==> config.mk <==
export PLATFORM = sky130hd
export DESIGN_NAME = lfps_back
export DESIGN_NICKNAME = d
export VERILOG_FILES = /design/src/hdl/lfps_pkg.sv /design/src/hdl/lfps_back.sv
export SDC_FILE = /design/constraint.sdc
export NUM_CORES = 1
export LEC_CHECK = 0
export ABC_AREA = 1
export BUFFER_PORTS_ARGS = -buffer_cell sky130_fd_sc_hd__buf_2
export CORE_UTILIZATION = 53
export DETAILED_ROUTE_END_ITERATION = 10
export GPL_TIMING_DRIVEN = 0
export PLACE_DENSITY_LB_ADDON = 0.2
export SYNTH_ARGS = -nofsm -noshare
export SYNTH_HDL_FRONTEND = slang
export SYNTH_SLANG_ARGS = --single-unit
==> constraint.sdc <==
create_clock -name clk -period 5.8 [get_ports clk]
set_input_delay 0.29 -clock clk [delete_from_list [all_inputs] [get_ports clk]]
set_output_delay 0.29 -clock clk [all_outputs]
set_load 0.02 [all_outputs]
==> src/hdl/lfps_pkg.sv <==
// Shared types, widths and reset values for the line-follow PID steering core.
package lfps_pkg;

	localparam int POSITION_BITS_DEF = 10;

	localparam int CENTER_W   = 10;
	localparam int GAIN_W     = 32;
	localparam int DUTY_W     = 10;
	localparam int CORR_W     = 11;
	localparam int ESUM_W     = 32;
	localparam int CFG_IDX_W  = 3;
	localparam int CFG_DATA_W = 32;

	localparam int FRAC_BITS  = 16;
	localparam int LIMIT_EXP  = 40;
	localparam int TOTAL_W    = 66;
	localparam int LIMIT_W    = LIMIT_EXP + 2;
	localparam int RND_W      = LIMIT_W - FRAC_BITS;

	localparam int CENTER_RST     = 250;
	localparam int GAIN_P_RST     = 655360;
	localparam int GAIN_I_RST     = 655;
	localparam int GAIN_D_RST     = 6553600;
	localparam int MAX_DUTY_RST   = 650;
	localparam int START_DUTY_RST = 150;
	localparam int RAMP_STEP_RST  = 1;

	typedef enum logic [CFG_IDX_W-1:0] {
		REG_CENTER     = 3'd0,
		REG_GAIN_P     = 3'd1,
		REG_GAIN_I     = 3'd2,
		REG_GAIN_D     = 3'd3,
		REG_MAX_DUTY   = 3'd4,
		REG_START_DUTY = 3'd5,
		REG_RAMP_STEP  = 3'd6
	} cfg_reg_t;

	typedef struct packed {
		logic [CENTER_W-1:0] center;
		logic [GAIN_W-1:0]   gain_p;
		logic [GAIN_W-1:0]   gain_i;
		logic [GAIN_W-1:0]   gain_d;
		logic [DUTY_W-1:0]   max_duty;
		logic [DUTY_W-1:0]   start_duty;
		logic [DUTY_W-1:0]   ramp_step;
	} cfg_t;

	typedef struct packed {
		logic              load;
		logic [DUTY_W-1:0] value;
	} base_load_t;

endpackage

==> src/hdl/lfps_back.sv <==
// Sum, limit, round, duty clamp and output register.
module lfps_back import lfps_pkg::*; #(
	parameter int POSITION_BITS = POSITION_BITS_DEF
) (
	input  logic                     clk,
	input  logic                     arst_n,
	input  logic                     v_s2,
	output logic                     ready_s2,
	input  logic signed [GAIN_W+((POSITION_BITS > CENTER_W) ? POSITION_BITS : CENTER_W)+1:0] p_s2,
	input  logic signed [GAIN_W+ESUM_W:0] i_s2,
	input  logic signed [GAIN_W+((POSITION_BITS > CENTER_W) ? POSITION_BITS : CENTER_W)+2:0] d_s2,
	input  logic [DUTY_W-1:0]        base_s2,
	output logic                     out_valid,
	input  logic                     out_ready,
	output logic [DUTY_W-1:0]        left_duty,
	output logic [DUTY_W-1:0]        right_duty,
	output logic signed [CORR_W-1:0] correction
);

	localparam logic signed [TOTAL_W-1:0] LIM_POS =
		{{(TOTAL_W-LIMIT_EXP-1){1'b0}}, 1'b1, {LIMIT_EXP{1'b0}}};
	localparam logic signed [TOTAL_W-1:0] LIM_NEG = -LIM_POS;
	localparam logic signed [LIMIT_W-1:0] HALF =
		{{(LIMIT_W-FRAC_BITS){1'b0}}, 1'b1, {(FRAC_BITS-1){1'b0}}};

	logic                       v_s3;
	logic                       ready_s3;
	logic signed [TOTAL_W-1:0]  total_s3;
	logic [DUTY_W-1:0]          base_s3;

	logic signed [LIMIT_W-1:0]  lim;
	logic signed [LIMIT_W-1:0]  rnd;
	logic signed [RND_W-1:0]    whole;
	logic signed [RND_W-1:0]    bpos;
	logic signed [CORR_W-1:0]   corr;
	logic signed [CORR_W-1:0]   bsig;
	logic [DUTY_W-1:0]          left_nxt;
	logic [DUTY_W-1:0]          right_nxt;

	logic [DUTY_W-1:0]          left_q;
	logic [DUTY_W-1:0]          right_q;
	logic signed [CORR_W-1:0]   corr_q;

	assign ready_s3 = !out_valid || out_ready;
	assign ready_s2 = !v_s3 || ready_s3;

	always_comb begin
		if (total_s3 > LIM_POS) begin
			lim = LIM_POS[LIMIT_W-1:0];
		end else if (total_s3 < LIM_NEG) begin
			lim = LIM_NEG[LIMIT_W-1:0];
		end else begin
			lim = total_s3[LIMIT_W-1:0];
		end
		// round to nearest, ties up
		rnd   = lim + HALF;
		whole = rnd[LIMIT_W-1:FRAC_BITS];
		bpos  = $signed(RND_W'(base_s3));
		bsig  = $signed(CORR_W'(base_s3));
		if (whole > bpos) begin
			corr = bsig;
		end else if (whole < -bpos) begin
			corr = -bsig;
		end else begin
			corr = whole[CORR_W-1:0];
		end
		if (corr < 0) begin
			left_nxt  = DUTY_W'(bsig + corr);
			right_nxt = base_s3;
		end else begin
			left_nxt  = base_s3;
			right_nxt = DUTY_W'(bsig - corr);
		end
	end

	always_ff @(posedge clk or negedge arst_n) begin
		if (!arst_n) begin
			v_s3      <= 1'b0;
			out_valid <= 1'b0;
		end else begin
			if (ready_s2) begin
				v_s3 <= v_s2;
			end
			if (ready_s3) begin
				out_valid <= v_s3;
			end
		end
	end

	always_ff @(posedge clk) begin
		if (ready_s2 && v_s2) begin
			total_s3 <= TOTAL_W'(p_s2) + TOTAL_W'(i_s2) + TOTAL_W'(d_s2);
			base_s3  <= base_s2;
		end
		if (ready_s3 && v_s3) begin
			left_q  <= left_nxt;
			right_q <= right_nxt;
			corr_q  <= corr;
		end
	end

	assign left_duty  = left_q;
	assign right_duty = right_q;
	assign correction = corr_q;

	a_duty_split: assert property (@(posedge clk) disable iff (!arst_n)
		out_valid |-> (CORR_W'({1'b0, left_q}) - CORR_W'({1'b0, right_q})) == corr_q)
		else $error("duty split disagrees with correction");

	a_sum_hold: assert property (@(posedge clk) disable iff (!arst_n)
		v_s3 && !ready_s3 |=> v_s3 && $stable(total_s3) && $stable(base_s3))
		else $error("sum stage lost a stalled word");

endmodule

==> metrics <==
status complete, but fails checks; failing checks setup timing; Seq/Total Area, Yosys 0.262; Max Freq 152 MHz; # rows 55; Final Skew 0.0123 ns; Slowest cell on crit path edfxtp_1; Net Count, Synth 1923; M1 WL 13300 µm; Core Area 0.0228 mm²; initial DRC count 633; Total GRT Usage 0.272; Cells after DPL 2080; Gate Count Post-Synth 1567; largest net degree at the start of global routing 77; Async SR Flop Fraction 0.0183; maximum buffer depth of the clock tree 2; Worst VDD drop 0.000154 V; Inserted Clock Buffers 9; Antenna Nets Post-Route 0; routed via count 11700; CP Launch Type flip-flop; Hold Worst Slack 0.0980 ns; worst slew pin tran 0.947 ns; antenna violations before repair 0; required time of the critical path 5.92 ns; EDFF count, synth 107; #FFs+latches synth 109; TritonCTS clock tree built; hold depth 1; share of cells above drive strength 1 0.259; Final period util 1.13; H-tree depth 3; vias per cell 5.33; Netlist Area Pre-Place 0.0125 mm²; DR top layer met4; RSZ-0062 raised after global routing true; Max-Cap Viols 0; non-filler cells, final 2186; die area 0.0241 mm²; vias in the first global route 11500; CTS clk-pin slew, worst paths 0.07 ns; Leak 7.26 nW; crit-path max cell delay 0.45 ns; GRT overflow 0; Syn Area/Cell 7.96 µm²; final net count 2224; WL met3 1230 µm; Syn-to-layout area delta 24.4%; WL met2 16400 µm; Power Density 289 mW/mm²; Num Clock Sinks 109; io pins 201; slack of the critical path -0.760 ns; min cycle time layout 6.56 ns; DRC violations left 0; first-pass GRT wire length 53000 µm; synth warn 0; Root Driver clkbuf_16; PnR Total Power 4.48 mW; Final TNS setup -5.26 ns; worst skew pair latency 0.36 ns; Hold Violations, Final 0; Initial Utilization 0.546; ys flop type edfxtp_1; Die Span Y 155 µm; total routed wirelength 32100 µm; r2r worst-path depth 44; synth unique cells 52; average wire per standard cell 14.7 µm; Layout fillers 1952; Worst Path Class, Setup reg2reg; HPWL after detailed placement 25000 µm; die width 155 µm; HP Class in2reg; Setup crit end kind flip-flop; RD Place Congestion 0.929; I/O Buffers 200; final setup vio count 12; # diodes 0; CP max FO 6; DR pass1 iterations 6; Worst slew margin 0.367; Worst EP arrival 6.68 ns; final max-slew violation count 0
==> layout make-up <==
type / instances / area (µm²) / share of cell area
timing repair buffer: 290 / 1720 / 0.111
multi-input combinational: 1189 / 8700 / 0.561
clock buffer: 9 / 225 / 0.0145
inverter: 253 / 962 / 0.0620
buffer: 16 / 176 / 0.0114
sequential: 109 / 3260 / 0.210
clock inverter: 7 / 75.1 / 0.00484
tap: 313 / 392 / 0.0252
==> per-stage QoR <==
step / area (µm²) / utilization / worst slack [ns]
after CTS: 15100 / 0.663 / -0.417
after global routing: 15500 / 0.679 / -1.14
after global placement: 13900 / 0.609 / -0.977
after floorplan: 12500 / - / 0.0212
final: 15500 / 0.679 / -0.760
after detailed placement: 13900 / 0.609 / -1.03
==> layer usage <==
layer / GRT usage / vias to the layer above
li1: - / 5824
met1: 0.322 / 5379
met2: 0.502 / 356
met3: 0.0231 / 102
met4: 0.113 / 0
met5: 0 / -
==> repair_timing <==
item | CTS | global route
pin swaps | 78 | 76
hold endpoints to repair | 2 | 0
setup buffers | 73 | 28
hold buffers | 1 | 0
endpoints found under the setup margin | 16 | 18
resized for setup | 86 | 56
==> where the power goes <==
part | switching (mW) | internal, mW | total, mW
Clock | 0.286 | 0.337 | 0.623
Sequential | 0.101 | 1.15 | 1.25
Combinational | 1.55 | 1.06 | 2.61
Total | 1.94 | 2.55 | 4.48
==> path summary, 6_finish.rpt <==
path,end,slack (ns),start
max,left_duty[9],-0.76,total_s3[65]
min,base_s3[0],0.1,base_s2[0]
max reg2reg,left_duty[9],-0.76,total_s3[65]
min reg2reg,out_valid,0.53,v_s3
max in group asynchronous,out_valid,5.47,arst_n
min in group asynchronous,v_s3,0.23,arst_n
==> sequential cells by signal, summed over array words and instances (netlist names) <==
name and flops:
total_s3 66, correction 11, base_s3 10, left_duty 10, right_duty 10, out_valid 1
v_s3 1
==> logic make-up (layout without fill, tap and decap cells) <==
kind of cell,after synthesis,after routing,share of synthesized area
and+or+nand+nor,614,614,0.216
buffers and inverters,269,575,0.0885
xor gates and xnor gates,85,85,0.0597
adders and majority gates,188,188,0.230
DFF,109,109,0.262
AOI/OAI and AO/OA,302,302,0.144
==> Yosys cell counts (28+ instances only) <==
cell type  number  share of area
a31oi_1        28          0.014
edfxtp_1      107           0.26
nand2_1       265          0.080
ha_1          120           0.12
fa_1           68           0.11
inv_1         243          0.073
xor2_1         57          0.040
a21oi_1       138          0.055
xnor2_1        28          0.020
nor2_1        206          0.062
nand3_1        42          0.017
o21ai_0        42          0.017
nand4_1        32          0.016
==> worst max-delay path, delay by kind of cell, from the launching register on <==
family	cells	cell delay [ns]
AO/OA/AOI/OAI	7	1.14
AND/OR/NAND/NOR	28	3.35
adder cells (fa/ha/maj)	3	0.65
flip-flops	1	0.45
buffers and inverters	6	0.69
==> placed cells by master (no fill, tap or decap), types with 50 or more instances in the layout <==
master	count
buf_4	82
ha_1	105
xor2_1	50
a21oi_1	120
buf_2	202
nand2_1	250
nor2_1	192
fa_1	66
inv_1	234
edfxtp_1	107
No activity file was read; power rests on OpenSTA's default activity.
