`src/hdl/lfps_pkg.sv`:
```
// Shared types, widths and reset values for the line-follow PID steering core.
package lfps_pkg;

	localparam int POSITION_BITS_DEF = 10;

	localparam int CENTER_W   = 10;
	localparam int GAIN_W     = 32;
	localparam int DUTY_W     = 10;
	localparam int CORR_W     = 11;
	localparam int ESUM_W     = 32;
	localparam int CFG_IDX_W  = 3;
	localparam int CFG_DATA_W = 32;

	localparam int FRAC_BITS  = 16;
	localparam int LIMIT_EXP  = 40;
	localparam int TOTAL_W    = 66;
	localparam int LIMIT_W    = LIMIT_EXP + 2;
	localparam int RND_W      = LIMIT_W - FRAC_BITS;

	localparam int CENTER_RST     = 250;
	localparam int GAIN_P_RST     = 655360;
	localparam int GAIN_I_RST     = 655;
	localparam int GAIN_D_RST     = 6553600;
	localparam int MAX_DUTY_RST   = 650;
	localparam int START_DUTY_RST = 150;
	localparam int RAMP_STEP_RST  = 1;

	typedef enum logic [CFG_IDX_W-1:0] {
		REG_CENTER     = 3'd0,
		REG_GAIN_P     = 3'd1,
		REG_GAIN_I     = 3'd2,
		REG_GAIN_D     = 3'd3,
		REG_MAX_DUTY   = 3'd4,
		REG_START_DUTY = 3'd5,
		REG_RAMP_STEP  = 3'd6
	} cfg_reg_t;

	typedef struct packed {
		logic [CENTER_W-1:0] center;
		logic [GAIN_W-1:0]   gain_p;
		logic [GAIN_W-1:0]   gain_i;
		logic [GAIN_W-1:0]   gain_d;
		logic [DUTY_W-1:0]   max_duty;
		logic [DUTY_W-1:0]   start_duty;
		logic [DUTY_W-1:0]   ramp_step;
	} cfg_t;

	typedef struct packed {
		logic              load;
		logic [DUTY_W-1:0] value;
	} base_load_t;

endpackage

```
`src/hdl/lfps_front.sv`:
```
// Input stage: position hold, error, saturating integral, derivative and duty ramp.
module lfps_front import lfps_pkg::*; #(
	parameter int POSITION_BITS = POSITION_BITS_DEF
) (
	input  logic                     clk,
	input  logic                     arst_n,
	input  logic                     in_valid,
	output logic                     in_ready,
	input  logic [POSITION_BITS-1:0] line_position,
	input  logic                     position_valid,
	input  cfg_t                     cfg,
	input  base_load_t               base_load,
	output logic                     v_s1,
	input  logic                     next_ready,
	output logic signed [((POSITION_BITS > CENTER_W) ? POSITION_BITS : CENTER_W):0] err_s1,
	output logic signed [ESUM_W-1:0] esum_s1,
	output logic signed [((POSITION_BITS > CENTER_W) ? POSITION_BITS : CENTER_W)+1:0] diff_s1,
	output logic [DUTY_W-1:0]        base_s1
);

	localparam int ERR_W = ((POSITION_BITS > CENTER_W) ? POSITION_BITS : CENTER_W) + 1;

	logic [POSITION_BITS-1:0] held_q;
	logic signed [ERR_W-1:0]  last_err_q;
	logic signed [ESUM_W-1:0] esum_q;
	logic [DUTY_W-1:0]        base_q;

	logic                     acc;
	logic [POSITION_BITS-1:0] pos_use;
	logic signed [ERR_W-1:0]  err;
	logic signed [ESUM_W:0]   isum;
	logic signed [ESUM_W-1:0] esum_nxt;
	logic signed [ERR_W:0]    diff;
	logic [DUTY_W:0]          base_sum;
	logic [DUTY_W-1:0]        base_nxt;

	assign in_ready = !v_s1 || next_ready;
	assign acc      = in_valid && in_ready;

	always_comb begin
		pos_use = position_valid ? line_position : held_q;
		err     = $signed(ERR_W'(pos_use)) - $signed(ERR_W'(cfg.center));
		isum    = (ESUM_W+1)'(esum_q) + (ESUM_W+1)'(err);
		// clip to the signed 32-bit range
		if (isum[ESUM_W] != isum[ESUM_W-1]) begin
			esum_nxt = {isum[ESUM_W], {(ESUM_W-1){!isum[ESUM_W]}}};
		end else begin
			esum_nxt = isum[ESUM_W-1:0];
		end
		diff     = (ERR_W+1)'(err) - (ERR_W+1)'(last_err_q);
		base_sum = {1'b0, base_q} + {1'b0, cfg.ramp_step};
		if (base_q < cfg.max_duty) begin
			base_nxt = (base_sum > {1'b0, cfg.max_duty}) ? cfg.max_duty : base_sum[DUTY_W-1:0];
		end else begin
			base_nxt = base_q;
		end
	end

	always_ff @(posedge clk or negedge arst_n) begin
		if (!arst_n) begin
			held_q     <= POSITION_BITS'(CENTER_RST);
			last_err_q <= '0;
			esum_q     <= '0;
			base_q     <= DUTY_W'(START_DUTY_RST);
			v_s1       <= 1'b0;
		end else begin
			if (in_ready) begin
				v_s1 <= in_valid;
			end
			if (acc) begin
				held_q     <= pos_use;
				last_err_q <= err;
				esum_q     <= esum_nxt;
			end
			if (base_load.load) begin
				base_q <= base_load.value;
			end else if (acc) begin
				base_q <= base_nxt;
			end
		end
	end

	always_ff @(posedge clk) begin
		if (acc) begin
			err_s1  <= err;
			esum_s1 <= esum_nxt;
			diff_s1 <= diff;
			base_s1 <= base_q;
		end
	end

	a_hold_position: assert property (@(posedge clk) disable iff (!arst_n)
		acc && !position_valid |=> $stable(held_q))
		else $error("held position changed on a word without a valid reading");

	a_ramp_ceiling: assert property (@(posedge clk) disable iff (!arst_n)
		acc && !base_load.load && (base_q < cfg.max_duty) |=> base_q <= $past(cfg.max_duty))
		else $error("base duty ramped past its ceiling");

endmodule

```
`config.mk`:
```
export PLATFORM = sky130hd
export DESIGN_NAME = lfps_front
export DESIGN_NICKNAME = d
export VERILOG_FILES = /design/src/hdl/lfps_pkg.sv /design/src/hdl/lfps_front.sv
export SDC_FILE = /design/constraint.sdc
export NUM_CORES = 1
export LEC_CHECK = 0
export BUFFER_PORTS_ARGS = -buffer_cell sky130_fd_sc_hd__buf_4
export CORE_MARGIN = 5
export CORE_UTILIZATION = 58
export DETAILED_ROUTE_END_ITERATION = 16
export GPL_TIMING_DRIVEN = 0
export PLACE_DENSITY = 0.87
export SETUP_SLACK_MARGIN = 0.02
export SLEW_MARGIN = 20
export SYNTH_ARGS = -nofsm -noshare
export SYNTH_HDL_FRONTEND = slang
export SYNTH_SLANG_ARGS = --single-unit
```
`constraint.sdc`:
```
create_clock -name clk -period 11.33 [get_ports clk]
set_clock_uncertainty 0.05 [all_clocks]
set_input_delay 2.266 -clock clk [delete_from_list [all_inputs] [get_ports clk]]
set_output_delay 2.266 -clock clk [all_outputs]
set_load 0.01 [all_outputs]
```
==> impl_metrics.env <==
export IMPL_synth_net_count=1112
export IMPL_ys_ff_latch=129
export IMPL_r2r_cells=25
export IMPL_worst_pin_slew_ns=1.04
export IMPL_die_area_sq_mm=0.0174
export IMPL_maxSlewHeadroom=0.299
export IMPL_core_sq_mm=0.0145
export IMPL_setup_ws_ns=3.14
export IMPL_wire_per_inst_um=17.9
export IMPL_fmax_mhz=122
export IMPL_regArea_sq_mm=0.00357
export IMPL_cts_made_buffers=17
export IMPL_crit_path_start_kind="input port"
export IMPL_areaGrowthSynthToFinish_pct=20.5
export IMPL_diodes=0
export IMPL_critPathMaxFanout=23
export IMPL_p_leak_nw=4.58
export IMPL_rsz0062_at_grt="no"
export IMPL_ir_drop_uv=226
export IMPL_drive_above_1_share=0.238
export IMPL_fill_cells=1106
export IMPL_via_count=7129
export IMPL_cp_data_arrival_time_ns=8.49
export IMPL_reg2reg_slack_ns=5.19
export IMPL_syn_mean_instance_area_sq_um=9.95
export IMPL_power_w=0.00354
export IMPL_r2r_start="held_q[0]"
export IMPL_ys_warn_count=0
export IMPL_drtIter0Drc=622
export IMPL_synth_cell_type_count=68
export IMPL_finalWeightedCongestion=0.891
export IMPL_crit_type="input port to flop"
export IMPL_slew_viol_final=0
export IMPL_crit_start="position_valid"
export IMPL_ant_nets=0
export IMPL_vias_per_cell=5.93
export IMPL_hpwl_um=15700
export IMPL_reg2reg_to="esum_q[14]"
export IMPL_setup_viol=0
export IMPL_async_flop_share=0.496
export IMPL_status="completed"
export IMPL_io_buffers=121
export IMPL_period_needed_ns=8.19
export IMPL_dieHeight_um=132
export IMPL_grt_max_degree=65
export IMPL_layout_worst_path_cycle_share=0.723
export IMPL_rows=44
export IMPL_clock_latency_ns=0.43
export IMPL_antenna_found_initial=0
export IMPL_ctsResizeCount=0
export IMPL_worstHoldStart="held_q[0]"
export IMPL_dr_pass1_iters=5
export IMPL_drt_total_wl_um=21600
export IMPL_holdBufCountCts=0
export IMPL_cts_tree="yes"
export IMPL_cp_end_kind="flop"
export IMPL_hold_depth=2
export IMPL_hold_ws_ns=0.443
export IMPL_grt_pass1_vias=7260
export IMPL_postCtsSetupRepairBufs=0
export IMPL_final_common_cell="buf_4"
export IMPL_io_pins=229
export IMPL_initial_utilization=0.592
export IMPL_syn_inst=864
export IMPL_final_cell_mix="buf_4, nand2_1, ha_1, edfxtp_1"
export IMPL_clock_root_buffer="clkbuf_16"
export IMPL_maxCapViolations=0
export IMPL_synth_enable_flop_cells=65
export IMPL_die_width_um=132
export IMPL_netlist_area_sq_mm=0.00860
export IMPL_finalNetCount=1254
export IMPL_grt_first_pass_wirelength_um=35700
export IMPL_grt_use_total=0.249
export IMPL_synth_flop_cell="edfxtp_1"
export IMPL_holdPathEnd="held_q[0]"
export IMPL_hold_path_class="flop to flop"
export IMPL_hold_viol=0
export IMPL_setup_tns_ns=0
export IMPL_path_clk_slew_ns=0.06
export IMPL_clock_path_buffers=2
export IMPL_multi_input_area_sq_mm=0.00468
export IMPL_cts_sinks=129
export IMPL_htreeDepth=4
export IMPL_globalRoute_totalOverflow=0
export IMPL_power_density_mw_per_mm2=342
export IMPL_drc=0
export IMPL_ys_seq_area_frac=0.415
export IMPL_pre_cts_slack_ns=2.97
export IMPL_crit_required_ns=11.62
==> area by class of cell <==
cell class / instances / area share
inverter: 57 / 0.0207
multi-input combinational: 648 / 0.452
sequential: 129 / 0.344
buffer: 30 / 0.0152
tap: 184 / 0.0222
clock inverter: 11 / 0.0111
clock buffer: 21 / 0.0425
timing repair buffer: 123 / 0.0923
==> metal layers <==
layer | track usage | up-vias | wire length (um)
met5 | 0 | - | 0
met4 | 0.0789 | 0 | 463
met3 | 0.0714 | 43 | 1540
met2 | 0.423 | 274 | 10500
met1 | 0.307 | 3386 | 9050
li1 | - | 3426 | -
==> synthesized netlist by cell type (18+ instances only) <==
master | n | area (sq um)
a21o_1 | 24 | 180
xnor2_1 | 31 | 272
nor2_1 | 63 | 236
nand2_1 | 96 | 360
edfxtp_1 | 65 | 1950
a21oi_1 | 63 | 315
ha_1 | 82 | 1030
o21ai_0 | 45 | 225
a21oi_2 | 18 | 158
mux2_2 | 25 | 282
inv_1 | 56 | 210
dfrtp_1 | 54 | 1350
==> metrics by stage <==
step / utilization / cell area (sq um) / std cells
CTS: 0.713 / 10400 / 1203
global placement: 0.670 / 9740 / 1169
global route: 0.713 / 10400 / 1203
finish: 0.713 / 10400 / 1203
detailed placement: 0.675 / 9800 / 1171
floorplan: - / 8600 / 864
==> worst max-delay path, cell delays in order <==
cell and delay, ns:
clkbuf_1 0.46, mux2i_1 0.30, ha_1 0.20, inv_1 0.07
fa_1 0.40, a21o_1 0.20, a21oi_1 0.23, nor2b_1 0.08
o21a_1 0.19, o21a_1 0.18, o21ai_0 0.27, a21boi_0 0.22
o22ai_4 0.26, buf_16 0.21, ha_1 0.26, buf_6 0.14
a21oi_2 0.19, o211ai_1 0.11, a31o_2 0.28, a31oi_4 0.24
nor4_4 0.08, o21ai_2 0.37, mux2i_1 0.57, buf_2 0.38
nand2_1 0.14, a21oi_1 0.16
==> kinds of logic (layout without fill, tap and decap cells) <==
logic type / count (synthesis) / in the layout / share of synthesized area
compound gates: 252 / 252 / 0.202
xor+xnor: 47 / 47 / 0.0479
fa+ha+maj: 86 / 86 / 0.129
buf+inv: 87 / 242 / 0.0428
flops: 129 / 129 / 0.415
mux: 27 / 27 / 0.0351
simple gates: 236 / 236 / 0.129
==> registers in the layout, summed over array words and instances (netlist names) <==
register / count
base_q: 10
base_s1: 10
diff_s1: 12
err_s1: 11
esum_q: 32
esum_s1: 32
held_q: 10
last_err_q: 11
v_s1: 1
==> power by group <==
part | leakage, nW | internal (W) | switching, W | total, W
sequential | 1.33 | 0.000775 | 0.0000852 | 0.000860
clock | 0.265 | 0.000321 | 0.000206 | 0.000527
combinational | 2.99 | 0.000883 | 0.00127 | 0.00215
==> worst max path at each step <==
| stage | to | slack [ns] | cells past startpoint |
|---|---|---|---|
| floorplan | esum_q[25] | 3.11 | 25 |
| global placement | esum_q[4] | 1.57 | 25 |
| detailed placement | esum_q[14] | 2.97 | 26 |
| CTS | esum_q[14] | 3.25 | 26 |
| global route | esum_q[14] | 2.84 | 26 |
| finish | esum_q[14] | 3.14 | 26 |
Power figures use the tool's default switching activity.
