**src/hdl/lfps_pkg.sv**
```systemverilog
// Shared types, widths and reset values for the line-follow PID steering core.
package lfps_pkg;

	localparam int POSITION_BITS_DEF = 10;

	localparam int CENTER_W   = 10;
	localparam int GAIN_W     = 32;
	localparam int DUTY_W     = 10;
	localparam int CORR_W     = 11;
	localparam int ESUM_W     = 32;
	localparam int CFG_IDX_W  = 3;
	localparam int CFG_DATA_W = 32;

	localparam int FRAC_BITS  = 16;
	localparam int LIMIT_EXP  = 40;
	localparam int TOTAL_W    = 66;
	localparam int LIMIT_W    = LIMIT_EXP + 2;
	localparam int RND_W      = LIMIT_W - FRAC_BITS;

	localparam int CENTER_RST     = 250;
	localparam int GAIN_P_RST     = 655360;
	localparam int GAIN_I_RST     = 655;
	localparam int GAIN_D_RST     = 6553600;
	localparam int MAX_DUTY_RST   = 650;
	localparam int START_DUTY_RST = 150;
	localparam int RAMP_STEP_RST  = 1;

	typedef enum logic [CFG_IDX_W-1:0] {
		REG_CENTER     = 3'd0,
		REG_GAIN_P     = 3'd1,
		REG_GAIN_I     = 3'd2,
		REG_GAIN_D     = 3'd3,
		REG_MAX_DUTY   = 3'd4,
		REG_START_DUTY = 3'd5,
		REG_RAMP_STEP  = 3'd6
	} cfg_reg_t;

	typedef struct packed {
		logic [CENTER_W-1:0] center;
		logic [GAIN_W-1:0]   gain_p;
		logic [GAIN_W-1:0]   gain_i;
		logic [GAIN_W-1:0]   gain_d;
		logic [DUTY_W-1:0]   max_duty;
		logic [DUTY_W-1:0]   start_duty;
		logic [DUTY_W-1:0]   ramp_step;
	} cfg_t;

	typedef struct packed {
		logic              load;
		logic [DUTY_W-1:0] value;
	} base_load_t;

endpackage

```
**src/hdl/lfps_cfg.sv**
```systemverilog
// Configuration register file with start duty load strobe.
module lfps_cfg import lfps_pkg::*; (
	input  logic                  clk,
	input  logic                  arst_n,
	input  logic                  cfg_valid,
	output logic                  cfg_ready,
	input  logic [CFG_IDX_W-1:0]  cfg_index,
	input  logic [CFG_DATA_W-1:0] cfg_data,
	output cfg_t                  cfg,
	output base_load_t            base_load
);

	cfg_t cfg_q;

	assign cfg_ready = 1'b1;
	assign cfg       = cfg_q;

	always_comb begin
		base_load.load  = cfg_valid && (cfg_reg_t'(cfg_index) == REG_START_DUTY);
		base_load.value = cfg_data[DUTY_W-1:0];
	end

	always_ff @(posedge clk or negedge arst_n) begin
		if (!arst_n) begin
			cfg_q <= '{
				center:     CENTER_W'(CENTER_RST),
				gain_p:     GAIN_W'(GAIN_P_RST),
				gain_i:     GAIN_W'(GAIN_I_RST),
				gain_d:     GAIN_W'(GAIN_D_RST),
				max_duty:   DUTY_W'(MAX_DUTY_RST),
				start_duty: DUTY_W'(START_DUTY_RST),
				ramp_step:  DUTY_W'(RAMP_STEP_RST)
			};
		end else if (cfg_valid) begin
			case (cfg_reg_t'(cfg_index))
				REG_CENTER:     cfg_q.center     <= cfg_data[CENTER_W-1:0];
				REG_GAIN_P:     cfg_q.gain_p     <= cfg_data[GAIN_W-1:0];
				REG_GAIN_I:     cfg_q.gain_i     <= cfg_data[GAIN_W-1:0];
				REG_GAIN_D:     cfg_q.gain_d     <= cfg_data[GAIN_W-1:0];
				REG_MAX_DUTY:   cfg_q.max_duty   <= cfg_data[DUTY_W-1:0];
				REG_START_DUTY: cfg_q.start_duty <= cfg_data[DUTY_W-1:0];
				REG_RAMP_STEP:  cfg_q.ramp_step  <= cfg_data[DUTY_W-1:0];
				default: ;
			endcase
		end
	end

endmodule

```
**config.mk**
```make
export PLATFORM = sky130hd
export DESIGN_NAME = lfps_cfg
export DESIGN_NICKNAME = d
export VERILOG_FILES = /design/src/hdl/lfps_pkg.sv /design/src/hdl/lfps_cfg.sv
export SDC_FILE = /design/constraint.sdc
export NUM_CORES = 1
export LEC_CHECK = 0
export BUFFER_PORTS_ARGS = -buffer_cell sky130_fd_sc_hd__buf_2
export CAP_MARGIN = 20
export CORE_AREA = 2 2 106 108
export CTS_BUF_LIST = sky130_fd_sc_hd__clkbuf_4 sky130_fd_sc_hd__clkbuf_8
export DETAILED_ROUTE_END_ITERATION = 10
export DIE_AREA = 0 0 108 110
export GPL_TIMING_DRIVEN = 0
export PLACE_DENSITY = 0.81
export SYNTH_ARGS = -nofsm -noshare
export SYNTH_HDL_FRONTEND = slang
export SYNTH_SLANG_ARGS = --single-unit
```
**constraint.sdc**
```tcl
create_clock -name clk -period 1 [get_ports clk]
set_input_delay 0.2 -clock clk [delete_from_list [all_inputs] [get_ports clk]]
set_output_delay 0.2 -clock clk [all_outputs]
set_load 0.01 [all_outputs]
```
==> impl_results.html, run 1 <==
<table>
<tr><th>Metric</th><th>Value</th></tr>
<tr><th colspan="2">Worst setup path</th></tr>
<tr><td>Critical Path End Type</td><td>output port</td></tr>
<tr><td>Cell type of the slowest stage on the worst timing path</td><td>dfstp_2</td></tr>
<tr><td>Number of buffer and inverter instances along the worst setup path</td><td>1</td></tr>
<tr><td>Worst stage delay on the critical path</td><td>0.56 ns</td></tr>
<tr><td>Worst r2r path cells</td><td>3</td></tr>
<tr><td>Largest driver fanout on the critical path</td><td>2</td></tr>
<tr><td>CP delay by family, top</td><td>flip-flops</td></tr>
<tr><td>Critical R2R Launch</td><td>cfg[26]</td></tr>
<tr><td>Worst setup path end</td><td>cfg[133]</td></tr>
<tr><td>Cell Chain, Critical Path</td><td>buf_6</td></tr>
<tr><td>Crit path from</td><td>cfg[133]</td></tr>
<tr><td>Crit path DAT</td><td>around 1.1 ns</td></tr>
<tr><td>Endpoint of the most critical register-to-register path</td><td>cfg[26]</td></tr>
<tr><td>Internal reg-to-reg setup slack</td><td>-0.08 ns</td></tr>
<tr><td>CP Class</td><td>reg2out</td></tr>
<tr><td>Critical path data required time</td><td>approximately 0.80 ns</td></tr>
<tr><td>Path length in cells of the critical path</td><td>1</td></tr>
<tr><td>CP startpoint kind</td><td>flop</td></tr>
<tr><th colspan="2">Timing</th></tr>
<tr><td>Largest clock skew in the final design</td><td>0 ns</td></tr>
<tr><td>Peak clock frequency supported by timing</td><td>between 700 and 800 MHz</td></tr>
<tr><td>Setup repair after global routing missed its margin</td><td>yes</td></tr>
<tr><td>Summed negative setup slack over all endpoints</td><td>-27.18 ns</td></tr>
<tr><td>Final clock period utilization by the worst path</td><td>132%</td></tr>
<tr><td>Final setup violation count</td><td>156</td></tr>
<tr><td>Post-layout worst setup margin</td><td>-0.323 ns</td></tr>
<tr><td>Relative slew slack</td><td>between 50% and 60%</td></tr>
<tr><td>Endpoints failing hold</td><td>between 50 and 60</td></tr>
<tr><td>Crit path time final</td><td>between 1 and 1.5 ns</td></tr>
<tr><td>Pins Over Slew Limit</td><td>0</td></tr>
<tr><td>Slew at the pin with the worst max-slew slack</td><td>~0.61 ns</td></tr>
<tr><td>Hold slack</td><td>-0.271 ns</td></tr>
<tr><th colspan="2">Routing</th></tr>
<tr><td>Total wire length after detailed routing</td><td>roughly 15 mm</td></tr>
<tr><td>Number of nets with antenna violations after detailed routing</td><td>0</td></tr>
<tr><td>Avg Vias per Cell</td><td>~4.9</td></tr>
<tr><td>Average wire per cell in the routed design</td><td>between 15 and 20 um</td></tr>
<tr><td>DRC violation total after the first TritonRoute iteration</td><td>around 140</td></tr>
<tr><td>First-pass iteration count of the detailed router</td><td>4</td></tr>
<tr><td>Detailed-route DRC error count</td><td>0</td></tr>
<tr><td>Number of vias after detailed routing</td><td>3,770</td></tr>
<tr><th colspan="2">Synthesis</th></tr>
<tr><td>Complex-gate fraction of the synthesized area</td><td>0%</td></tr>
<tr><td>Number of different library cells in the post-synthesis netlist</td><td>13</td></tr>
<tr><td>Ys async rst share</td><td>100%</td></tr>
<tr><td>Nets in the synthesized netlist</td><td>about 350</td></tr>
<tr><td>Post-synthesis register bit count</td><td>between 100 and 150</td></tr>
<tr><td>Ranking of synthesized cells by area</td><td>dfrtp_1, mux2_4, mux2_2</td></tr>
<tr><td>Post-synthesis cell count</td><td>307</td></tr>
<tr><td>Xor and xnor area share after synthesis</td><td>0%</td></tr>
<tr><td>Dominant cell by count in the synthesized netlist</td><td>dfrtp_1</td></tr>
<tr><td>Part of the Yosys area used for sequential elements</td><td>a little over three fifths</td></tr>
<tr><td>Cell type contributing the most total cell area after synthesis</td><td>dfrtp_1</td></tr>
<tr><td>Portion of synthesized cell area occupied by the leading cell type</td><td>between 50% and 60%</td></tr>
<tr><td>Avg Synthesized Cell Area</td><td>~18 um2</td></tr>
<tr><td>Combinational family with the most area after synthesis</td><td>multiplexers</td></tr>
<tr><td>Dominant register cell in the synthesized netlist</td><td>dfrtp_1</td></tr>
<tr><td>Ys Warns</td><td>0</td></tr>
<tr><td>Area of the mapped netlist</td><td>roughly 0.0055 mm2</td></tr>
<tr><td>Post-synth EDFFs</td><td>0</td></tr>
<tr><td>Multiplexer area fraction after synthesis</td><td>around a third</td></tr>
<tr><td>Most used standard cells in the synthesized netlist</td><td>dfrtp_1, mux2_2, mux2_4, dfstp_2, buf_4</td></tr>
<tr><td>Adder-Cell Fraction of Synth Area</td><td>0%</td></tr>
<tr><td>Post-synthesis simple-gate area fraction</td><td>under 10%</td></tr>
<tr><th colspan="2">Layout</th></tr>
<tr><td>Fraction of layout cells with a size suffix above 1</td><td>79.7%</td></tr>
<tr><td>Post-layout net count</td><td>around 650</td></tr>
<tr><td>Growth of design area from synthesis to finish</td><td>53.5%</td></tr>
<tr><td>Area of all placed cells without fillers</td><td>0.00841 mm2</td></tr>
<tr><td>Number of antenna repair diodes</td><td>0</td></tr>
<tr><td>Fillers</td><td>roughly 590</td></tr>
<tr><td>Number of flip-flops in the largest register</td><td>between 100 and 150</td></tr>
<tr><th colspan="2">Global routing</th></tr>
<tr><td>Via count of the first global-routing pass</td><td>roughly 3,800</td></tr>
<tr><td>Largest net degree at the start of global routing</td><td>73</td></tr>
<tr><td>Number of antenna violations at the first check in global routing</td><td>0</td></tr>
<tr><td>Residual overflow from global routing</td><td>0</td></tr>
<tr><td>Total Routing Usage GR</td><td>between 20% and 30%</td></tr>
<tr><td>Global Route met1 Usage</td><td>between 20% and 30%</td></tr>
<tr><td>Met3 Track Usage GR</td><td>8.17%</td></tr>
<tr><td>First-pass GRT wire length</td><td>20.3 mm</td></tr>
<tr><td>Global Route met2 Usage</td><td>about two fifths</td></tr>
<tr><td>Global routing's busiest layer</td><td>met2</td></tr>
<tr><th colspan="2">Pwr</th></tr>
<tr><td>Max rail drop VDD</td><td>between 1 and 1.5 mV</td></tr>
<tr><td>Pwr dens</td><td>2130 mW/mm2</td></tr>
<tr><td>Leakage power of the design</td><td>roughly 4.2 nW</td></tr>
<tr><th colspan="2">Clock network</th></tr>
<tr><td>Number of H-tree levels</td><td>4</td></tr>
<tr><td>CTS tree</td><td>done</td></tr>
<tr><td>Clock-pin slew of the registers on the worst-case setup and hold paths</td><td>~0.08 ns</td></tr>
<tr><td>Root Buffer</td><td>clkbuf_8</td></tr>
<tr><td>Clock Tree Buf Depth</td><td>2</td></tr>
<tr><td>CTS hold repair buffers</td><td>11</td></tr>
<tr><td>Total clock buffers created by CTS</td><td>17</td></tr>
<tr><td>Clock latency on the worst-skew pair</td><td>about 0.45 ns</td></tr>
<tr><td>Clock sink count</td><td>~140</td></tr>
<tr><th colspan="2">Placement</th></tr>
<tr><td>Placed wire-length estimate after detailed placement</td><td>around 8.3 mm</td></tr>
<tr><td>Count of input and output buffers</td><td>184</td></tr>
<tr><td>Final weighted congestion of routability-driven global placement</td><td>between 0.7 and 0.8</td></tr>
<tr><td>Post-detailed-placement cell area</td><td>0.00675 mm2</td></tr>
<tr><th colspan="2">Worst hold path</th></tr>
<tr><td>Min-delay worst type</td><td>in2async</td></tr>
<tr><th colspan="2">Floorplan</th></tr>
<tr><td>Initial standard-cell utilization of the core</td><td>roughly 51%</td></tr>
<tr><td>Number of top-level design ports</td><td>approximately 190</td></tr>
<tr><td>Standard-cell row count</td><td>38</td></tr>
<tr><td>Die outline height</td><td>around 110 um</td></tr>
<tr><td>Die Span X</td><td>between 100 and 150 um</td></tr>
<tr><td>Core region area</td><td>0.0107 mm2</td></tr>
<tr><td>Area enclosed by the die boundary</td><td>roughly 0.012 mm2</td></tr>
<tr><th colspan="2">Run status</th></tr>
<tr><td>Run status</td><td>finished with violations</td></tr>
<tr><td>Violations in the final reports</td><td>hold timing, setup timing</td></tr>
<tr><th colspan="2">Run</th></tr>
<tr><td>Max-Cap Viols</td><td>0</td></tr>
</table>
logic make-up after synthesis:
logic type             Yosys count
buffers and inverters           27
muxes                          136
and+or+nand+nor                  7
DFF                            136
other                            1
worst min-delay path by stage:
| stage | end | slack [ns] | start | depth (start not counted) |
|---|---|---|---|---|
| CTS | cfg[112] | -0.27 | arst_n | 1 |
| global route | cfg[112] | -0.23 | arst_n | 1 |
| detailed placement | cfg[112] | 0.22 | arst_n | 1 |
| global placement | cfg[125] | 0.46 | cfg_data[31] | 2 |
| floorplan | cfg[100] | -0.1 | arst_n | 0 |
| finish | cfg[112] | -0.27 | arst_n | 1 |
placed cells by master (no fill, tap or decap), drive strengths merged:
cell type      n
buf          298
mux2         136
dfrtp        110
clkbuf        31
dfstp         26
dlygate4sd3   11
clkinv         4
nand4b         3
and4bb         3
inv            1
nor4b          1
conb           1
bufinv         1
stage by stage:
| stage | instances | utilization (%) | power (mW) | worst slack [ns] | hold slack, ns |
|---|---|---|---|---|---|
| 6_report | 766 | 78.6 | 17.9 | -0.323 | -0.271 |
| 5_1_grt | 766 | 78.6 | 18.7 | -0.353 | -0.227 |
| 4_1_cts | 737 | 74.4 | 17.1 | -0.334 | -0.265 |
| 3_5_place_dp | 632 | 63.1 | 11.7 | -0.498 | 0.217 |
| 3_3_place_gp | 631 | 62.8 | 11.5 | -1.96 | 0.457 |
| 2_1_floorplan | 307 | - | 9.80 | -0.151 | -0.0956 |
cell type report:
class	instances	area (um2)	share of cell area, %
sequential	136	3440	40.9
timing repair buffer	287	2200	26.2
multi-input combinational	144	1930	22.9
clock buffer	27	328	3.90
buffer	26	290	3.45
tap	140	175	2.08
clock inverter	5	50.0	0.595
inverter	1	3.75	0.0446
per-layer routing:
layer | vias to the layer above | part of all wire (%)
met5 | - | 0
met4 | 0 | 1.2
met3 | 14 | 7.5
met2 | 148 | 51
met1 | 1928 | 40
li1 | 1680 | -
what timing repair did:
item | CTS | global route
gates resized for setup | 46 | 33
buffers inserted | 62 | 30
endpoints found under the setup margin | 155 | 166
gates cloned | 0 | 4
pin swaps | 1 | 2
endpoints found under the hold margin | 79 | 57
power by group:
group / switching, mW / leakage (nW) / internal, mW
combinational: 2.17 / 2.39 / 3.73
sequential: 0.811 / 1.59 / 6.89
clock: 2.00 / 0.206 / 2.34
Note: power is estimated with default switching activity, not from simulation.
==> run 2, diff against run 1 <==
--- a/config.mk
+++ b/config.mk
@@ -13,6 +13,8 @@
 export DIE_AREA = 0 0 108 110
 export GPL_TIMING_DRIVEN = 0
 export PLACE_DENSITY = 0.81
+export RECOVER_POWER = 50
+export REMOVE_ABC_BUFFERS = 1
 export SYNTH_ARGS = -nofsm -noshare
 export SYNTH_HDL_FRONTEND = slang
 export SYNTH_SLANG_ARGS = --single-unit
==> impl_results.html, run 2 (synthesized netlist as in run 1, its figures left out) <==
<table>
<tr><th>Metric</th><th>Value</th></tr>
<tr><th colspan="2">Global routing</th></tr>
<tr><td>Via count of the first global-routing pass</td><td>3,780</td></tr>
<tr><td>First-pass GRT wire length</td><td>20.7 mm</td></tr>
<tr><td>Residual overflow from global routing</td><td>0</td></tr>
<tr><td>Number of antenna violations at the first check in global routing</td><td>0</td></tr>
<tr><td>Total Routing Usage GR</td><td>23.6%</td></tr>
<tr><td>Largest net degree at the start of global routing</td><td>79</td></tr>
<tr><th colspan="2">Pwr</th></tr>
<tr><td>Pwr dens</td><td>between 2000 and 2500 mW/mm2</td></tr>
<tr><td>Post-route total power</td><td>17.5 mW</td></tr>
<tr><td>Leakage power of the design</td><td>between 3 and 4 nW</td></tr>
<tr><td>Max rail drop VDD</td><td>roughly 1.6 mV</td></tr>
<tr><th colspan="2">Placement</th></tr>
<tr><td>Post-detailed-placement cell area</td><td>approximately 0.0065 mm2</td></tr>
<tr><td>Placed wire-length estimate after detailed placement</td><td>~8 mm</td></tr>
<tr><td>Worst setup timing slack at the placement stage</td><td>-0.858 ns</td></tr>
<tr><td>Final weighted congestion of routability-driven global placement</td><td>0.758</td></tr>
<tr><td>Placed insts</td><td>roughly 610</td></tr>
<tr><td>Count of input and output buffers</td><td>around 180</td></tr>
<tr><th colspan="2">Routing</th></tr>
<tr><td>Number of vias after detailed routing</td><td>between 3,000 and 4,000</td></tr>
<tr><td>Average wire per cell in the routed design</td><td>20.5 um</td></tr>
<tr><td>Avg Vias per Cell</td><td>5.06</td></tr>
<tr><td>First-pass iteration count of the detailed router</td><td>4</td></tr>
<tr><td>Detailed-route DRC error count</td><td>0</td></tr>
<tr><td>Total wire length after detailed routing</td><td>~15 mm</td></tr>
<tr><td>DRC violation total after the first TritonRoute iteration</td><td>roughly 240</td></tr>
<tr><td>Number of nets with antenna violations after detailed routing</td><td>0</td></tr>
<tr><th colspan="2">Run status</th></tr>
<tr><td>Violations in the final reports</td><td>hold timing, setup timing</td></tr>
<tr><td>Run status</td><td>finished with violations</td></tr>
<tr><th colspan="2">Timing</th></tr>
<tr><td>Setup repair after global routing missed its margin</td><td>yes</td></tr>
<tr><td>Pins Over Slew Limit</td><td>0</td></tr>
<tr><td>Slew at the pin with the worst max-slew slack</td><td>roughly 0.82 ns</td></tr>
<tr><td>Hold slack</td><td>-0.127 ns</td></tr>
<tr><td>Largest clock skew in the final design</td><td>0 ns</td></tr>
<tr><td>Peak clock frequency supported by timing</td><td>approximately 770 MHz</td></tr>
<tr><td>Summed negative setup slack over all endpoints</td><td>-24.49 ns</td></tr>
<tr><td>Final setup violation count</td><td>between 100 and 150</td></tr>
<tr><td>Final clock period utilization by the worst path</td><td>130%</td></tr>
<tr><td>Post-layout worst setup margin</td><td>-0.305 ns</td></tr>
<tr><td>Relative slew slack</td><td>a little under half</td></tr>
<tr><td>Crit path time final</td><td>roughly 1.3 ns</td></tr>
<tr><td>Endpoints failing hold</td><td>56</td></tr>
<tr><th colspan="2">Layout</th></tr>
<tr><td>Number of antenna repair diodes</td><td>0</td></tr>
<tr><td>Growth of design area from synthesis to finish</td><td>44.5%</td></tr>
<tr><td>Area of all placed cells without fillers</td><td>a little under 0.008 mm2</td></tr>
<tr><td>Post-layout net count</td><td>about 610</td></tr>
<tr><td>Final instance count without filler cells</td><td>~730</td></tr>
<tr><td>Core Util, Final</td><td>around three quarters</td></tr>
<tr><td>Most frequent standard cell in the layout excluding fill and tap cells</td><td>buf_2</td></tr>
<tr><td>Number of flip-flops in the largest register</td><td>~140</td></tr>
<tr><td>Fraction of layout cells with a size suffix above 1</td><td>80.0%</td></tr>
<tr><td>Commonest cells after routing, fill and taps aside</td><td>buf_2, dfrtp_1, buf_4, mux2_2, mux2_4</td></tr>
<tr><th colspan="2">Worst setup path</th></tr>
<tr><td>Cell Chain, Critical Path</td><td>buf_6</td></tr>
<tr><td>Worst stage delay on the critical path</td><td>between 0.5 and 0.6 ns</td></tr>
<tr><td>Cell type of the slowest stage on the worst timing path</td><td>dfstp_2</td></tr>
<tr><td>Critical Path End Type</td><td>output port</td></tr>
<tr><td>Critical path data required time</td><td>roughly 0.80 ns</td></tr>
<tr><td>Crit path DAT</td><td>1.10 ns</td></tr>
<tr><td>Worst r2r path cells</td><td>3</td></tr>
<tr><td>CP startpoint kind</td><td>flop</td></tr>
<tr><td>Path length in cells of the critical path</td><td>1</td></tr>
<tr><td>Largest driver fanout on the critical path</td><td>2</td></tr>
<tr><td>CP Class</td><td>reg2out</td></tr>
<tr><td>Number of buffer and inverter instances along the worst setup path</td><td>1</td></tr>
<tr><td>CP delay by family, top</td><td>flip-flops</td></tr>
<tr><th colspan="2">Floorplan</th></tr>
<tr><td>Initial standard-cell utilization of the core</td><td>approximately 51%</td></tr>
<tr><td>Area enclosed by the die boundary</td><td>approximately 0.012 mm2</td></tr>
<tr><td>Die outline height</td><td>~110 um</td></tr>
<tr><td>Number of top-level design ports</td><td>186</td></tr>
<tr><td>Standard-cell row count</td><td>38</td></tr>
<tr><td>Core region area</td><td>0.0107 mm2</td></tr>
<tr><td>Die Span X</td><td>108 um</td></tr>
<tr><th colspan="2">Clock network</th></tr>
<tr><td>Clock latency on the worst-skew pair</td><td>around 0.44 ns</td></tr>
<tr><td>Total clock buffers created by CTS</td><td>17</td></tr>
<tr><td>CTS hold repair buffers</td><td>3</td></tr>
<tr><td>Number of H-tree levels</td><td>4</td></tr>
<tr><td>Clock Tree Buf Depth</td><td>2</td></tr>
<tr><td>Clock-pin slew of the registers on the worst-case setup and hold paths</td><td>roughly 0.080 ns</td></tr>
<tr><td>CTS tree</td><td>done</td></tr>
<tr><td>Clock sink count</td><td>136</td></tr>
<tr><td>Root Buffer</td><td>clkbuf_8</td></tr>
<tr><th colspan="2">Run</th></tr>
<tr><td>Max-Cap Viols</td><td>0</td></tr>
<tr><th colspan="2">Worst hold path</th></tr>
<tr><td>Min-delay worst type</td><td>in2async</td></tr>
</table>
[run 2: cell types whose count changed in the layout (fill, tap and decap cells not counted), moves of 3 or more]
cell / previous run / this run
buf_4: 94 / 81
buf_6: 71 / 58
buf_8: 6 / 2
clkbuf_4: 8 / 5
dlygate4sd3_1: 11 / 3
mux2_2: 55 / 75
mux2_4: 81 / 61
[run 2: area by class of cell]
type	count	area, um2
tap	140	175
clock buffer	23	292
inverter	1	3.75
sequential	136	3440
timing repair buffer	276	2080
multi-input combinational	144	1860
clock inverter	9	75.1
fill	638	2780
[run 2: repair_timing]
| item | in CTS | in global routing |
|---|---|---|
| setup buffers | 53 | 29 |
| gates resized for setup | 45 | 30 |
| pin swaps | 3 | 1 |
| endpoints found under the hold margin | 62 | 56 |
| setup endpoints to repair | 245 | 140 |
| gates cloned | 0 | 1 |
[run 2: final timing paths]
check / from / end / slack, ns
min in group clk: cfg_data[25] / cfg[87] / 0.04
max in group asynchronous: arst_n / cfg[113] / 0.21
min reg2reg: cfg[47] / cfg[47] / 0.51
min: arst_n / cfg[36] / -0.13
max reg2reg: cfg[35] / cfg[35] / -0.04
max: cfg[131] / cfg[131] / -0.30
[run 2: power breakdown]
part	internal, mW	total (mW)	switching (mW)
Combinational	3.45	5.59	2.14
Clock	2.18	4.22	2.04
Sequential	6.89	7.69	0.801
Total	12.5	17.5	4.98
[run 2: worst reg2reg max path, stage by stage (launching register included)]
cell and delay [ns]:
dfrtp_1 0.41, buf_4 0.15, buf_4 0.12, mux2_2 0.26
[run 2: layer usage]
metal / share of wire, % / track usage, % / vias up / wire [um]
met1: 39 / 27.7 / 1881 / 5780
met5: 0 / 0 / - / 0
met4: 1.9 / 10.9 / 0 / 280
li1: - / - / 1607 / -
met3: 7.5 / 8.29 / 23 / 1130
met2: 52 / 39.3 / 177 / 7790
==> run 3, diff against run 2 <==
--- a/config.mk
+++ b/config.mk
@@ -7,12 +7,12 @@
 export LEC_CHECK = 0
 export BUFFER_PORTS_ARGS = -buffer_cell sky130_fd_sc_hd__buf_2
 export CAP_MARGIN = 20
-export CORE_AREA = 2 2 106 108
+export CORE_AREA = 2 2 113 115
 export CTS_BUF_LIST = sky130_fd_sc_hd__clkbuf_4 sky130_fd_sc_hd__clkbuf_8
 export DETAILED_ROUTE_END_ITERATION = 10
-export DIE_AREA = 0 0 108 110
+export DIE_AREA = 0 0 115 117
 export GPL_TIMING_DRIVEN = 0
-export PLACE_DENSITY = 0.81
+export PLACE_DENSITY = 0.73
 export RECOVER_POWER = 50
 export REMOVE_ABC_BUFFERS = 1
 export SYNTH_ARGS = -nofsm -noshare
==> impl_results.html, run 3 (synthesized netlist as in run 1, its figures left out) <==
<table>
<tr><th>Metric</th><th>Value</th></tr>
<tr><th colspan="2">Floorplan</th></tr>
<tr><td>Area enclosed by the die boundary</td><td>0.0135 mm2</td></tr>
<tr><td>Number of top-level design ports</td><td>between 150 and 200</td></tr>
<tr><td>Initial standard-cell utilization of the core</td><td>between 40% and 50%</td></tr>
<tr><td>Core region area</td><td>~0.012 mm2</td></tr>
<tr><td>Die Span X</td><td>~120 um</td></tr>
<tr><td>Die outline height</td><td>between 100 and 150 um</td></tr>
<tr><td>Standard-cell row count</td><td>just over 40</td></tr>
<tr><th colspan="2">Worst setup path</th></tr>
<tr><td>CP delay by family, top</td><td>flip-flops</td></tr>
<tr><td>Number of buffer and inverter instances along the worst setup path</td><td>1</td></tr>
<tr><td>Worst stage delay on the critical path</td><td>around 0.55 ns</td></tr>
<tr><td>Crit path DAT</td><td>about 1.1 ns</td></tr>
<tr><td>Largest driver fanout on the critical path</td><td>2</td></tr>
<tr><td>CP Class</td><td>reg2out</td></tr>
<tr><td>Cell type of the slowest stage on the worst timing path</td><td>dfstp_2</td></tr>
<tr><td>Cell Chain, Critical Path</td><td>buf_6</td></tr>
<tr><td>CP startpoint kind</td><td>flop</td></tr>
<tr><td>Critical path data required time</td><td>approximately 0.8 ns</td></tr>
<tr><td>Critical Path End Type</td><td>output port</td></tr>
<tr><th colspan="2">Timing</th></tr>
<tr><td>Pins Over Slew Limit</td><td>0</td></tr>
<tr><td>Endpoints failing hold</td><td>0</td></tr>
<tr><td>Final setup violation count</td><td>~170</td></tr>
<tr><td>Setup repair after global routing missed its margin</td><td>yes</td></tr>
<tr><td>Slew at the pin with the worst max-slew slack</td><td>approximately 1.3 ns</td></tr>
<tr><td>Final clock period utilization by the worst path</td><td>129%</td></tr>
<tr><td>Crit path time final</td><td>between 1 and 1.5 ns</td></tr>
<tr><td>Peak clock frequency supported by timing</td><td>774 MHz</td></tr>
<tr><td>Post-layout worst setup margin</td><td>-0.291 ns</td></tr>
<tr><td>Largest clock skew in the final design</td><td>0 ns</td></tr>
<tr><td>Relative slew slack</td><td>16.0%</td></tr>
<tr><th colspan="2">Routing</th></tr>
<tr><td>Total wire length after detailed routing</td><td>14.2 mm</td></tr>
<tr><td>Detailed-route DRC error count</td><td>0</td></tr>
<tr><td>First-pass iteration count of the detailed router</td><td>4</td></tr>
<tr><td>DRC violation total after the first TritonRoute iteration</td><td>143</td></tr>
<tr><td>Avg Vias per Cell</td><td>4.88</td></tr>
<tr><td>Average wire per cell in the routed design</td><td>~19 um</td></tr>
<tr><td>Number of vias after detailed routing</td><td>between 3,000 and 4,000</td></tr>
<tr><td>Number of nets with antenna violations after detailed routing</td><td>0</td></tr>
<tr><th colspan="2">Layout</th></tr>
<tr><td>Most frequent standard cell in the layout excluding fill and tap cells</td><td>buf_2</td></tr>
<tr><td>Commonest cells after routing, fill and taps aside</td><td>buf_2, dfrtp_1, buf_4, mux2_2</td></tr>
<tr><td>Number of flip-flops in the largest register</td><td>approximately 140</td></tr>
<tr><td>Fraction of layout cells with a size suffix above 1</td><td>78.0%</td></tr>
<tr><td>Area of all placed cells without fillers</td><td>0.00827 mm2</td></tr>
<tr><td>Number of antenna repair diodes</td><td>0</td></tr>
<tr><td>Fillers</td><td>roughly 800</td></tr>
<tr><td>Post-layout net count</td><td>between 600 and 700</td></tr>
<tr><td>Area taken by flip-flops and latches</td><td>about 0.0034 mm2</td></tr>
<tr><td>Multi-input gate area in the final layout</td><td>0.00186 mm2</td></tr>
<tr><td>Core Util, Final</td><td>between 60% and 70%</td></tr>
<tr><td>Growth of design area from synthesis to finish</td><td>50.8%</td></tr>
<tr><th colspan="2">Pwr</th></tr>
<tr><td>Max rail drop VDD</td><td>between 1.5 and 2 mV</td></tr>
<tr><td>Leakage power of the design</td><td>between 4 and 5 nW</td></tr>
<tr><td>Pwr dens</td><td>~2200 mW/mm2</td></tr>
<tr><th colspan="2">Global routing</th></tr>
<tr><td>Residual overflow from global routing</td><td>0</td></tr>
<tr><td>Number of antenna violations at the first check in global routing</td><td>0</td></tr>
<tr><td>Total Routing Usage GR</td><td>approximately 20%</td></tr>
<tr><td>Via count of the first global-routing pass</td><td>about 3,900</td></tr>
<tr><td>Largest net degree at the start of global routing</td><td>83</td></tr>
<tr><td>First-pass GRT wire length</td><td>between 20 and 25 mm</td></tr>
<tr><th colspan="2">Run status</th></tr>
<tr><td>Violations in the final reports</td><td>setup timing</td></tr>
<tr><td>Run status</td><td>finished with violations</td></tr>
<tr><th colspan="2">Clock network</th></tr>
<tr><td>Clock sink count</td><td>around 140</td></tr>
<tr><td>CTS hold repair buffers</td><td>20</td></tr>
<tr><td>Total clock buffers created by CTS</td><td>17</td></tr>
<tr><td>Root Buffer</td><td>clkbuf_8</td></tr>
<tr><td>CTS tree</td><td>done</td></tr>
<tr><td>Clock latency on the worst-skew pair</td><td>0.43 ns</td></tr>
<tr><td>Number of H-tree levels</td><td>4</td></tr>
<tr><td>Clock-pin slew of the registers on the worst-case setup and hold paths</td><td>~0.070 ns</td></tr>
<tr><td>Clock Tree Buf Depth</td><td>2</td></tr>
<tr><th colspan="2">Placement</th></tr>
<tr><td>Post-detailed-placement cell area</td><td>around 0.0065 mm2</td></tr>
<tr><td>Placed wire-length estimate after detailed placement</td><td>roughly 8.2 mm</td></tr>
<tr><td>Count of input and output buffers</td><td>~180</td></tr>
<tr><td>Final weighted congestion of routability-driven global placement</td><td>0.732</td></tr>
<tr><th colspan="2">Worst hold path</th></tr>
<tr><td>Min-delay worst type</td><td>in2async</td></tr>
<tr><th colspan="2">Run</th></tr>
<tr><td>Max-Cap Viols</td><td>0</td></tr>
</table>
run 3: changes by cell type in the layout (fill, tap and decap cells not counted), sizes merged:
cell         change
clkbuf           +3
bufinv           +2
clkinv           -3
clkinvlp         -1
dlygate4sd3     +17
buf              +6
run 3: power by group:
| part | internal (mW) | leakage, nW | switching (mW) |
|---|---|---|---|
| Combinational | 3.62 | 2.25 | 2.11 |
| Sequential | 6.89 | 1.59 | 0.770 |
| Clock | 2.84 | 0.224 | 2.04 |
run 3: stage by stage:
step | TNS [ns] | total power [mW] | hold WS (ns) | setup WS [ns] | cells
global route | -53.57 | 19.1 | 0.0315 | -0.355 | 763
floorplan | -106.16 | 9.62 | -0.0956 | -1.10 | 281
global placement | -458.00 | 11.3 | 0.456 | -2.17 | 615
detailed placement | -100.67 | 11.5 | 0.182 | -1.10 | 621
finish | -25.35 | 18.3 | 0.0172 | -0.291 | 763
CTS | -29.88 | 17.6 | -0.306 | -0.332 | 727
run 3: path summary, 6_finish.rpt:
path	from	endpoint	slack [ns]	depth (start not counted)
setup / recovery	cfg[111]	cfg[111]	-0.29	1
hold / removal	arst_n	cfg[36]	0.02	1
setup reg to reg	cfg[83]	cfg[83]	-0.03	3
hold reg to reg	cfg[37]	cfg[37]	0.50	1
max in group asynchronous	arst_n	cfg[129]	-0.03	2
min in group clk	cfg_data[13]	cfg[107]	0.06	2
run 3: area by class of cell:
cell class | count | area share (%)
clock buffers | 25 | 3.86
clock inverters | 7 | 1.41
inverters | 1 | 0.0454
multi-input cells | 144 | 22.5
flip-flops and latches | 136 | 41.6
well taps | 150 | 2.27
repair buffers | 300 | 28.3
run 3: layer usage:
layer	vias up	global-route usage [%]	wire, um
li1	1663	-	-
met5	-	0	0
met1	1893	22.5	5590
met3	19	9.06	1180
met2	146	34.1	7170
met4	0	8.11	242
run 3: timing repair:
action                                  CTS  global route
endpoints found under the setup margin  259           149
endpoints found under the hold margin    93            50
setup buffers                            54            37
pin swaps                                 3             1
gates resized for setup                  45            32
